[config.mk]
export PLATFORM = sky130hd
export DESIGN_NAME = modular_exponentiation
export DESIGN_NICKNAME = d
export VERILOG_FILES = /design/src/design/mexp_pkg.sv /design/src/design/mexp_ctrl.sv /design/src/design/mexp_dp.sv /design/src/design/modular_exponentiation.sv
export SDC_FILE = /design/constraint.sdc
export NUM_CORES = 1
export LEC_CHECK = 0
export ABC_CLOCK_PERIOD_IN_PS = 6200
export BUFFER_PORTS_ARGS = -buffer_cell sky130_fd_sc_hd__buf_2
export CORE_AREA = 2 2 220 222
export CTS_CLUSTER_DIAMETER = 80
export DETAILED_ROUTE_END_ITERATION = 8
export DIE_AREA = 0 0 222 224
export PLACE_DENSITY = 0.62
export SETUP_SLACK_MARGIN = 0.4
export SLEW_MARGIN = 20
export SYNTH_ARGS = -nofsm -noshare
export SYNTH_HDL_FRONTEND = slang
export SYNTH_SLANG_ARGS = --single-unit
[constraint.sdc]
create_clock -name clk_i -period 6.2 [get_ports clk_i]
set_input_delay 0.93 -clock clk_i [delete_from_list [all_inputs] [get_ports clk_i]]
set_output_delay 0.93 -clock clk_i [all_outputs]
set_load 0.01 [all_outputs]
[src/design/mexp_pkg.sv]
`timescale 1ns / 1ps
`default_nettype none

package mexp_pkg;

  localparam int unsigned WIDTH = 32;
  localparam int unsigned CNT_W = $clog2(WIDTH);

  typedef enum logic [3:0] {
    OP_NONE,
    OP_LOAD,
    OP_STEP,
    OP_RED_WB,
    OP_ACC_INIT,
    OP_ACC_WB,
    OP_SQ_INIT,
    OP_SQ_WB,
    OP_OUT_ACC,
    OP_OUT_BAD,
    OP_OUT_ONE
  } op_e;

  typedef struct packed {
    logic m_zero;
    logic e_zero;
    logic e_lsb;
    logic e_rest_zero;
    logic step_last;
  } status_t;

endpackage

`default_nettype wire

[src/design/mexp_ctrl.sv]
`timescale 1ns / 1ps
`default_nettype none

module mexp_ctrl (
  input  wire logic              clk_i,
  input  wire logic              rst_ni,
  input  wire logic              start_i,
  input  wire mexp_pkg::status_t status_i,
  output mexp_pkg::op_e          op_o,
  output logic                   busy_o,
  output logic                   done_o
);
  import mexp_pkg::*;

  typedef enum logic [3:0] {
    S_IDLE,
    S_CHECK,
    S_REDUCE,
    S_RED_WB,
    S_TEST,
    S_MUL_ACC,
    S_ACC_WB,
    S_SHIFT,
    S_MUL_SQ,
    S_SQ_WB
  } state_e;

  state_e state_q, state_d;
  logic   done_q, done_d;
  op_e    op;

  always_comb begin
    state_d = state_q;
    done_d  = 1'b0;
    op      = OP_NONE;
    unique case (state_q)
      S_IDLE: begin
        if (start_i) begin
          op      = OP_LOAD;
          state_d = S_CHECK;
        end
      end
      S_CHECK: begin
        if (status_i.m_zero) begin
          op      = OP_OUT_BAD;
          done_d  = 1'b1;
          state_d = S_IDLE;
        end else if (status_i.e_zero) begin
          op      = OP_OUT_ONE;
          done_d  = 1'b1;
          state_d = S_IDLE;
        end else begin
          state_d = S_REDUCE;
        end
      end
      S_REDUCE: begin
        op = OP_STEP;
        if (status_i.step_last) state_d = S_RED_WB;
      end
      S_RED_WB: begin
        op      = OP_RED_WB;
        state_d = S_TEST;
      end
      S_TEST: begin
        if (status_i.e_lsb) begin
          op      = OP_ACC_INIT;
          state_d = S_MUL_ACC;
        end else begin
          state_d = S_SHIFT;
        end
      end
      S_MUL_ACC: begin
        op = OP_STEP;
        if (status_i.step_last) state_d = S_ACC_WB;
      end
      S_ACC_WB: begin
        op      = OP_ACC_WB;
        state_d = S_SHIFT;
      end
      S_SHIFT: begin
        if (status_i.e_rest_zero) begin
          op      = OP_OUT_ACC;
          done_d  = 1'b1;
          state_d = S_IDLE;
        end else begin
          op      = OP_SQ_INIT;
          state_d = S_MUL_SQ;
        end
      end
      S_MUL_SQ: begin
        op = OP_STEP;
        if (status_i.step_last) state_d = S_SQ_WB;
      end
      S_SQ_WB: begin
        op      = OP_SQ_WB;
        state_d = S_TEST;
      end
      default: state_d = S_IDLE;
    endcase
  end

  always_ff @(posedge clk_i or negedge rst_ni) begin
    if (!rst_ni) begin
      state_q <= S_IDLE;
      done_q  <= 1'b0;
    end else begin
      state_q <= state_d;
      done_q  <= done_d;
    end
  end

  assign op_o   = op;
  assign busy_o = (state_q != S_IDLE);
  assign done_o = done_q;

endmodule

`default_nettype wire

[src/design/mexp_dp.sv]
`timescale 1ns / 1ps
`default_nettype none

module mexp_dp (
  input  wire logic                        clk_i,
  input  wire logic [mexp_pkg::WIDTH-1:0]  base_i,
  input  wire logic [mexp_pkg::WIDTH-1:0]  exponent_i,
  input  wire logic [mexp_pkg::WIDTH-1:0]  modulus_i,
  input  wire mexp_pkg::op_e               op_i,
  output mexp_pkg::status_t                status_o,
  output logic      [mexp_pkg::WIDTH-1:0]  power_mod_o,
  output logic                             bad_modulus_o
);
  import mexp_pkg::*;

  logic [WIDTH-1:0] m_q, e_q, sq_q, acc_q, r_q, a_q, b_q, res_q;
  logic [WIDTH-1:0] m_d, e_d, sq_d, acc_d, r_d, a_d, b_d, res_d;
  logic [CNT_W-1:0] cnt_q, cnt_d;
  logic             red_q, red_d, bad_q, bad_d;

  logic [WIDTH+1:0] addend, t, t_m, t_2m, m_ext, m2_ext;
  logic [WIDTH-1:0] r_next;

  // one interleaved step: r = (2r + addend) mod m, addend at most m
  always_comb begin
    m_ext  = {2'b00, m_q};
    m2_ext = {1'b0, m_q, 1'b0};
    if (red_q) addend = {{(WIDTH+1){1'b0}}, b_q[WIDTH-1]};
    else if (b_q[WIDTH-1]) addend = {2'b00, a_q};
    else addend = '0;
    t    = {1'b0, r_q, 1'b0} + addend;
    t_m  = t - m_ext;
    t_2m = t - m2_ext;
    if (t >= m2_ext) r_next = t_2m[WIDTH-1:0];
    else if (t >= m_ext) r_next = t_m[WIDTH-1:0];
    else r_next = t[WIDTH-1:0];
  end

  always_comb begin
    m_d   = m_q;
    e_d   = e_q;
    sq_d  = sq_q;
    acc_d = acc_q;
    r_d   = r_q;
    a_d   = a_q;
    b_d   = b_q;
    res_d = res_q;
    cnt_d = cnt_q;
    red_d = red_q;
    bad_d = bad_q;
    case (op_i)
      OP_LOAD: begin
        m_d   = modulus_i;
        e_d   = exponent_i;
        b_d   = base_i;
        r_d   = '0;
        cnt_d = '0;
        red_d = 1'b1;
      end
      OP_STEP: begin
        r_d   = r_next;
        b_d   = {b_q[WIDTH-2:0], 1'b0};
        cnt_d = cnt_q + 1'b1;
      end
      OP_RED_WB: begin
        sq_d  = r_q;
        acc_d = (m_q == WIDTH'(1)) ? '0 : WIDTH'(1);
      end
      OP_ACC_INIT: begin
        a_d   = acc_q;
        b_d   = sq_q;
        r_d   = '0;
        cnt_d = '0;
        red_d = 1'b0;
      end
      OP_ACC_WB: acc_d = r_q;
      OP_SQ_INIT: begin
        e_d   = {1'b0, e_q[WIDTH-1:1]};
        a_d   = sq_q;
        b_d   = sq_q;
        r_d   = '0;
        cnt_d = '0;
        red_d = 1'b0;
      end
      OP_SQ_WB: begin
        sq_d = r_q;
        // the test state looks at the next exponent bit
      end
      OP_OUT_ACC: begin
        res_d = acc_q;
        bad_d = 1'b0;
      end
      OP_OUT_BAD: begin
        res_d = '0;
        bad_d = 1'b1;
      end
      OP_OUT_ONE: begin
        res_d = WIDTH'(1);
        bad_d = 1'b0;
      end
      default: ;
    endcase
  end

  always_ff @(posedge clk_i) begin
    m_q   <= m_d;
    e_q   <= e_d;
    sq_q  <= sq_d;
    acc_q <= acc_d;
    r_q   <= r_d;
    a_q   <= a_d;
    b_q   <= b_d;
    res_q <= res_d;
    cnt_q <= cnt_d;
    red_q <= red_d;
    bad_q <= bad_d;
  end

  assign status_o.m_zero      = (m_q == '0);
  assign status_o.e_zero      = (e_q == '0);
  assign status_o.e_lsb       = e_q[0];
  assign status_o.e_rest_zero = (e_q[WIDTH-1:1] == '0);
  assign status_o.step_last   = (cnt_q == CNT_W'(WIDTH-1));

  assign power_mod_o   = res_q;
  assign bad_modulus_o = bad_q;

endmodule

`default_nettype wire

[src/design/modular_exponentiation.sv]
// channel   signals                                    transaction
// command   start_i, busy_o, base_i, exponent_i,       start_i & !busy_o
//           modulus_i
// result    done_o, power_mod_o, bad_modulus_o         done_o, one cycle
//
// one transaction at a time; a shared interleaved modular multiplier does one
// bit per cycle; a zero modulus or zero exponent finishes without the multiplier
// reset is asynchronous, active low; it clears the controller only
// the receiver cannot stall; a new start may be taken while done_o is high
`timescale 1ns / 1ps
`default_nettype none

module modular_exponentiation (
  input  wire logic                        clk_i,
  input  wire logic                        rst_ni,
  input  wire logic                        start_i,
  input  wire logic [mexp_pkg::WIDTH-1:0]  base_i,
  input  wire logic [mexp_pkg::WIDTH-1:0]  exponent_i,
  input  wire logic [mexp_pkg::WIDTH-1:0]  modulus_i,
  output logic                             busy_o,
  output logic                             done_o,
  output logic      [mexp_pkg::WIDTH-1:0]  power_mod_o,
  output logic                             bad_modulus_o
);
  import mexp_pkg::*;

  op_e     op;
  status_t status;

  mexp_ctrl u_ctrl (
    .clk_i    (clk_i),
    .rst_ni   (rst_ni),
    .start_i  (start_i),
    .status_i (status),
    .op_o     (op),
    .busy_o   (busy_o),
    .done_o   (done_o)
  );

  mexp_dp u_dp (
    .clk_i         (clk_i),
    .base_i        (base_i),
    .exponent_i    (exponent_i),
    .modulus_i     (modulus_i),
    .op_i          (op),
    .status_o      (status),
    .power_mod_o   (power_mod_o),
    .bad_modulus_o (bad_modulus_o)
  );

endmodule

`default_nettype wire

### Word-level counts from Yosys, hierarchy flattened

Index checks and enable logic that the tools add are counted.

* flip-flop bits (word level): 268
* bits of input ports: 99
* output and inout port bits: 35
* word-level logic and storage cells: 97

* add/sub/neg operators: 4
* $lt $le $gt $ge: 2
* equality and inequality tests: 25
* multiplexer cells: 33
* reductions and logical operators: 20

Operators by type and width (count)
* one-hot mux 32 bit (2 select lines): 4
* one-hot mux 32 bit (3 select lines): 2
* two-way mux 32 bit: 3
* zero test 32 bit: 2
* subtractor 32 bit: 2
* two-way mux 4 bit: 9
* one-hot mux 4 bit (9 select lines): 1
* adder 33 x 34 -> 34 bit: 1
* >= comparator 34 x 32 -> 1 bit: 1
* >= comparator 34 x 33 -> 1 bit: 1
* two-way mux 34 bit: 1
* equality test 32 x 1 -> 1 bit (second input constant): 1
* equality test 4 x 3 -> 1 bit (second input constant): 8
* one-hot mux 4 bit (8 select lines): 1
* zero test 31 bit: 1
* equality test 4 bit (second input constant): 5
* equality test 4 x 2 -> 1 bit (second input constant): 4
* nonzero test 2 bit: 6
* one-hot mux 5 bit (2 select lines): 1
* equality test 4 x 1 -> 1 bit (second input constant): 2
* inequality test 2 bit (second input constant): 4
* OR reduction 2 bit: 4
* one-hot mux 1 bit (2 select lines): 3
* nonzero test 3 bit: 2
* 9 further kinds: 15

### Logic depth before layout (Yosys ltp)

Gate-level depths: netlist of the first run.

* depth after elaboration: 7
* mapped depth: 26
* mapped depth without buffers: 24

### Modules after synthesis

Synthesis of the first run repeated with hierarchy kept, for this count alone.

* cell total of the unflattened synthesis: 1445
* area total of the unflattened synthesis: 16105.4 µm²

By module, submodules not included
* mexp_dp: times used 1, cells an instance 1395, area an instance 15681.3 µm², seq. area each 7897.6 µm²
* mexp_ctrl: times used 1, cells an instance 50, area an instance 424.2 µm², seq. area each 125.1 µm²

### Worst setup path before layout of the first run

OpenSTA, ideal clock, no wires.

* path kind: reg2reg
* start point: register u_dp.red_q
* end point: register u_dp.r_q[22] (data pin)
* setup time: 0.270 ns
* data arrival time: 5.186 ns
* data required time: 5.930 ns
* slack: 0.744 ns
* stages on the path, launching flop included: 25
* buffers on the path: 3
* clock period less this slack: 5.456 ns
* cells stage by stage: edfxtp_1 > nor2b_1 > clkbuf_1 > nand2_1 > fa_1 > nand2b_1 > a21oi_1 > a2bb2oi_1 > a41oi_1 > a21oi_1 > nor2_1 > o21a_1 > xnor2_1 > ha_1 > a21oi_1 > o21ai_0 > a21oi_1 > o31ai_1 > a221o_1 > a2111o_1 > a22oi_4 > buf_6 > buf_12 > mux2i_1 > a21oi_1

* cells in the longest elaborated chain, start to end: 6
* elaborated cells on any way between the ends: 9
* classes of those cells: 3 x add/sub; 2 x order compare; 4 x mux

Ends and longest elaborated chain
* from (decl): line mexp_dp.sv:19 `logic red_q, red_d, bad_q, bad_d;`
* from (signal assigned): line mexp_dp.sv:115 `red_q <= red_d;`
* two-way mux 34 bit (*): line mexp_dp.sv:28 `if (red_q) addend = {{(WIDTH+1){1'b0}}, b_q[WIDTH-1]};`
* adder 33 x 34 -> 34 bit (*): line mexp_dp.sv:31 `t = {1'b0, r_q, 1'b0} + addend;`
* subtractor 32 bit or >= comparator 34 x 32 -> 1 bit (tied branches): line mexp_dp.sv:32, mexp_dp.sv:35
* two-way mux 32 bit: line mexp_dp.sv:35 `else if (t >= m_ext) r_next = t_m[WIDTH-1:0];`
* two-way mux 32 bit (*): line mexp_dp.sv:34 `if (t >= m2_ext) r_next = t_2m[WIDTH-1:0];`
* one-hot mux 32 bit (2 select lines) (*): line mexp_dp.sv:51 `case (op_i)`
* to (signal assigned): line mexp_dp.sv:110 `r_q <= r_d;`
* to (decl): line mexp_dp.sv:16 `logic [WIDTH-1:0] m_q, e_q, sq_q, acc_q, r_q, a_q, b_q, res_q;`

Mark *: on every way between the ends. The rest lies on a longest branch, timed or not.
A chain may end at the register's enable or synchronous reset.

### Worst setup path after layout of the first run

* start point: register u_dp.red_q
* end point: register u_dp.r_q[31] (data pin)

The elaborated chain is that of the path after synthesis.

==> flow_summary_export.csv, run 1 <==
group,metric,value,unit
finish,layout.nets,1897,
detailed_routing,topRoutingLayerUsed,"met4",
floorplan,die_w,222,um
finish,fillers,4523,
detailed_routing,route.detailed.drc,0,
cts,cts_buffers,30,
floorplan,dieArea,49730,um2
floorplan,io_pins,134,
setup_path,worstSetupStartpointType,"flop",
timing,report.final.hold_viol_count,0,
global_route,grt_pass1_vias,12200,
setup_path,cp_data_arrival_time,6.02,ns
timing,fin_crit_sh,91.87,%
timing,timing.final.crit_period,5.696,ns
logic_synthesis,netlist_area,16370,um2
run,max_cap_violations,0,
setup_path,worstSetupPathType,"reg -> reg",
logic_synthesis,async_flop_share,1.866,%
cts,clock_latency,0.58,ns
global_route,grt_overflow_total,0,
detailed_routing,wl_met1,21.93,mm
detailed_routing,wl_met2,19.26,mm
timing,final.setup_skew,0.01220,ns
finish,diodes,0,
floorplan,core_area,47350,um2
cts,cts_root_buffer,"clkbuf_16",
global_route,antenna_found_initial,0,
min_path,hp-class,"in -> async",
timing,setup-violations-final,0,
cts,cts_hold_buf,0,
cts,cts.clk_slew.worst_paths,0.06,ns
logic_synthesis,yosysWarnings,0,
logic_synthesis,synth.distinct_cells,82,
cts,cts_sinks,268,
cts,htreeDepth,1,
floorplan,rows,80,
detailed_routing,wl_per_cell,19.33,um
place,port_buffers,133,
floorplan,initial_core_util,34.57,%
logic_synthesis,syn_nets,1707,
detailed_routing,vias,12570,
detailed_routing,drtIter0Drc,979,
cts,clockBufferDepth,3,
place,dp_cells,2248,
detailed_routing,dr.pass1.iters,7,
place,gp_congestion,0.9466,
detailed_routing,viasPerCell,5.377,
cts,cts_tree,"done",
finish,synthToLayoutAreaGrowth,21.24,%
setup_path,endpoint_kind,"flop",
floorplan,die_h,224,um
logic_synthesis,synth-seq-cells,268,
setup_path,critPathMaxFanout,6,
logic_synthesis,synth-seq-area-share,49.02,%
status,status,"complete, no violations",
place,dpl.hpwl,33.30,mm
timing,tns,0,ns
finish,drive_above_1_share,25.20,%
detailed_routing,route.met3.wl,2.823,mm
global_route,grt_max_degree,67,
timing,drv_slew,0,
timing,fmax,0.1756,GHz
finish,final_cells,2337,
timing,worst_pin_slew,1.010,ns
setup_path,worstPathRequired,6.52,ns
detailed_routing,drt-total-wl,45.18,mm
timing,slew_headroom,32.59,%
global_route,grt_util_all_layers,17.48,%
detailed_routing,antenna_left,0,
logic_synthesis,synthCells,1508,
timing,rsz0062_at_grt,"no",
global_route,grt_pass1_wl,69.06,mm
logic_synthesis,synth_ff_type,"edfxtp_1",
logic_synthesis,synth_edf_count,263,
logic_synthesis,syn_avg_cell_area,10.85,um2
## routing by layer
layer	track usage, %	vias up
li1	-	6021
met1	26.27	6057
met2	26.35	422
met3	2.282	66
met4	4.730	0
met5	0	-
## repair_timing
item | 4_1_cts | 5_1_grt
endpoints found under the setup margin | 32 | 32
pin swaps | 6 | 39
resized for setup | 17 | 106
buffers inserted | 2 | 27
gates cloned | 3 | 1
## worst max-delay path: stages, from the launching register on
cell and delay, ns:
edfxtp_1 0.43, nor2b_4 0.19, and2_4 0.18, ha_4 0.13
inv_1 0.05, fa_2 0.38, nand2b_4 0.16, a21oi_4 0.20
a2bb2oi_4 0.24, a41oi_4 0.19, a21oi_4 0.24, nor2_4 0.06
o21a_1 0.21, xnor2_2 0.26, ha_4 0.27, a21oi_2 0.15
o21ai_2 0.09, a21oi_2 0.17, o31ai_4 0.10, a221o_1 0.38
a2111o_1 0.43, a22oi_4 0.22, buf_6 0.15, buf_6 0.12
clkbuf_16 0.16, a211o_1 0.11, o2bb2ai_1 0.06, o2bb2ai_1 0.12
## final cells by class
cell class	instances	area (um2)	area share [%]
multi-input combinational	1109	8439	42.53
sequential	268	8023	40.43
timing repair buffer	216	1393	7.019
tap	615	769.5	3.878
clock buffer	34	765.7	3.859
inverter	73	274.0	1.381
clock inverter	22	177.7	0.8954
## Yosys cell counts (11+ instances only)
master    instances  area (um2)
nand4_1          17       106.4
nor4_1           17       106.4
nand2b_1         14       87.58
inv_1            73       274.0
a22oi_1          35       262.8
xnor2_1          56       490.5
mux2_2           65       732.0
a31oi_1          11       68.82
nor3_1           27       135.1
xor2_1           26       227.7
a211oi_1         18       135.1
nor2_1           91       341.6
nand3_1          28       140.1
nand2_1         127       476.7
a21o_1           40       300.3
ha_1             97        1214
a21oi_1         113       565.5
edfxtp_1        263        7898
clkbuf_1         39       146.4
o21ai_0          60       300.3
and2_1          102       638.1
## state kept, by name, summed over array words and instances, names as in the netlist, 32 cells and up
register          count
u_dp.b_q             32
u_dp.power_mod_o     32
u_dp.r_q             32
u_dp.m_q             32
u_dp.sq_q            32
u_dp.a_q             32
u_dp.e_q             32
u_dp.acc_q           32
## worst paths after layout
| check | startpoint | end | slack [ns] | depth (start not counted) |
|---|---|---|---|---|
| max | u_dp.red_q | u_dp.r_q[31] | 0.50 | 27 |
| max reg2reg | u_dp.red_q | u_dp.r_q[31] | 0.50 | 27 |
| min in group clk_i | u_dp.r_q[28] | u_dp.sq_q[28] | 0.48 | 0 |
| min reg2reg | u_dp.r_q[28] | u_dp.sq_q[28] | 0.48 | 0 |
| min | rst_ni | u_ctrl.state_q[0] | 0.16 | 1 |
| max in group asynchronous | rst_ni | u_ctrl.done_o | 5.89 | 1 |
## cells in the final DEF (no fill, tap or decap), drive strengths merged, types with 26 or more instances in the layout
cell	instances
a21o	40
a21oi	115
a22oi	37
and2	102
buf	215
clkbuf	35
edfxtp	263
ha	97
inv	76
mux2	65
nand2	127
nand3	28
nor2	92
nor3	27
o21ai	62
xnor2	56
xor2	26
## kinds of logic (layout without fill, tap and decap cells)
kind of cell | count (synthesis) | count (layout) | synth area share, %
AND/OR/NAND/NOR | 463 | 463 | 14.16
AO/OA/AOI/OAI | 389 | 389 | 16.15
flip-flops | 268 | 268 | 49.02
buffers and inverters | 131 | 345 | 3.410
adder cells (fa/ha/maj) | 100 | 100 | 7.783
XOR/XNOR | 82 | 82 | 4.388
multiplexers | 75 | 75 | 5.084
## through the flow
stage,util [%],instance area (um2),worst slack [ns],hold slack (ns)
finish,41.91,19840,0.5041,0.1638
global route,41.91,19840,0.3709,0.1566
CTS,40.27,19070,0.4518,0.1480
detailed placement,37.91,17950,-0.01427,0.4742
global placement,37.91,17950,0.1946,0.4796
floorplan,-,16370,0.7437,0.4244
Power of run 1 is left out: the tool's default activity adds up to more than one toggle a clock period on the data nets, which glitch-free logic cannot reach.
==> run 2, diff against run 1 <==
CORE_AREA = 5 5 223 225   (was 2 2 220 222)
DIE_AREA = 0 0 228 230   (was 0 0 222 224)
PLACE_DENSITY = default   (was 0.62)
PLACE_DENSITY_LB_ADDON = 0.3   (was default)
==> run 2 against run 1 <==
Effect of this change: via count shrank 0.22%; die area grew 5.5%; worst hold slack gained 0.012 ns; sequential share of layout area shrank 0.31 points; clock-buffer cell count shrank 2; critical path depth shrank 1; register-to-register slack gained 0.02 ns; flip-flop and latch count is the same; largest cell class unchanged.
==> flow_summary_export.csv, run 2 (synthesized netlist as in run 1, its figures left out) <==
group,metric,value,unit
floorplan,core_area,47350,um2
timing,fin_crit_sh,91.54,%
finish,final_area,19990,um2
status,status,"complete, no violations",
setup_path,rrSetupSlack,0.52,ns
timing,timing.final.crit_period,5.675,ns
timing,tns,0,ns
setup_path,critPathMaxFanout,5,
run,max_cap_violations,0,
detailed_routing,drtIter0Drc,1012,
timing,slew_headroom,31.67,%
global_route,grt_util_all_layers,16.33,%
cts,clock_latency,0.57,ns
place,port_buffers,133,
floorplan,dieArea,52440,um2
place,dpl.hpwl,33.59,mm
finish,diodes,0,
detailed_routing,dr.pass1.iters,7,
setup_path,reg2regPathDepth,26,
setup_path,r2r-end,"u_dp.r_q[22]",
setup_path,r2r_start,"u_dp.red_q",
finish,layout.cells.most_common_list,"263 x edfxtp_1, 133 x buf_2, 124 x nand2_1",
cts,clockBufferDepth,3,
floorplan,die_h,230,um
floorplan,die_w,228,um
detailed_routing,drt-total-wl,46.09,mm
global_route,grt_overflow_total,0,
setup_path,worstSetupPathType,"reg -> reg",
global_route,grt_pass1_vias,12060,
global_route,grt_pass1_wl,69.79,mm
cts,cts_tree,"done",
timing,hold_ws,0.1759,ns
cts,htreeDepth,1,
floorplan,io_pins,134,
min_path,hp-class,"in -> async",
place,gp_congestion,0.9384,
finish,layout.nets,1897,
setup_path,worstSetupStartpointType,"flop",
finish,synthToLayoutAreaGrowth,22.17,%
timing,drv_slew,0,
timing,final.setup_skew,0.02006,ns
setup_path,endpoint_kind,"flop",
detailed_routing,wl_per_cell,19.73,um
detailed_routing,viasPerCell,5.367,
place,placedInstanceArea,17970,um2
cts,cts.clk_slew.worst_paths,0.06,ns
floorplan,rows,80,
timing,setup-violations-final,0,
detailed_routing,route.detailed.drc,0,
timing,rsz0062_at_grt,"yes",
detailed_routing,vias,12540,
timing,worst_pin_slew,1.024,ns
cts,cts_root_buffer,"clkbuf_16",
setup_path,cp_data_arrival_time,5.99,ns
floorplan,initial_core_util,34.57,%
global_route,grt_max_degree,67,
detailed_routing,antenna_left,0,
cts,cts_sinks,268,
global_route,antenna_found_initial,0,
timing,report.final.hold_viol_count,0,
cts,cts_buffers,30,
finish,final_common_cell,"edfxtp_1",
timing,fmax,0.1762,GHz
finish,drive_above_1_share,25.86,%
setup_path,worstPathRequired,6.51,ns
-- run 2: through the flow --
stage / cells / setup slack [ns] / utilization (%)
5_1_grt: 2336 / 0.3149 / 42.23
3_3_place_gp: 2249 / 0.1620 / 37.95
6_report: 2336 / 0.5245 / 42.23
2_1_floorplan: 1508 / 0.7437 / -
3_5_place_dp: 2249 / -0.02134 / 37.95
4_1_cts: 2311 / 0.4037 / 40.60
-- run 2: what timing repair did --
| item | CTS | global route |
|---|---|---|
| hold buffers | 0 | 0 |
| pin swaps | 8 | 51 |
| setup endpoints to repair | 32 | 32 |
| resized for setup | 21 | 98 |
| gates cloned | 2 | 5 |
| hold endpoints to repair | 0 | 0 |
| setup buffers | 5 | 20 |
-- run 2: worst max-delay path, cell delays in order (launching register included) --
cell and delay (ns):
edfxtp_1 0.43, nor2b_4 0.26, and2_4 0.21, ha_4 0.14, inv_2 0.04, fa_2 0.39, nand2b_4 0.17, a21oi_4 0.21
a2bb2oi_4 0.21, a41oi_2 0.17, buf_4 0.19, a21boi_4 0.20, a21oi_2 0.10, xnor2_2 0.14, buf_4 0.16, ha_4 0.23
buf_4 0.14, and3_1 0.20, nand2_2 0.14, o31ai_4 0.08, a221o_1 0.39, a2111o_1 0.35, a22oi_4 0.26, buf_12 0.18
clkbuf_16 0.15, mux2i_1 0.20, a21oi_1 0.09
-- run 2: worst max-delay path by stage --
| stage | from | endpoint | slack [ns] | depth (start not counted) |
|---|---|---|---|---|
| after floorplan | u_dp.red_q | u_dp.r_q[22] | 0.74 | 24 |
| after global placement | u_dp.red_q | u_dp.r_q[9] | 0.16 | 26 |
| after detailed placement | u_dp.red_q | u_dp.r_q[13] | -0.02 | 26 |
| after CTS | u_dp.red_q | u_dp.r_q[20] | 0.40 | 25 |
| after global routing | u_dp.red_q | u_dp.r_q[2] | 0.31 | 26 |
| final | u_dp.red_q | u_dp.r_q[22] | 0.52 | 26 |
-- run 2: metal layers --
metal / vias up / global-route usage (%) / share of wire (%)
met5: - / 0 / 0
met4: 0 / 3.952 / 2.4
met3: 70 / 2.258 / 5.9
met2: 394 / 24.40 / 43
met1: 6044 / 25.04 / 49
li1: 6030 / - / -
-- run 2: final cells by class --
type,count,area [um2]
Tap cell,615,769.5
Multi-Input combinational cell,1109,8418
Clock buffer,32,779.5
Inverter,73,274.0
Timing Repair Buffer,216,1474
Sequential cell,268,8023
Clock inverter,23,256.5
Fill cell,4464,27350
Power of run 2 is left out for the same reason.
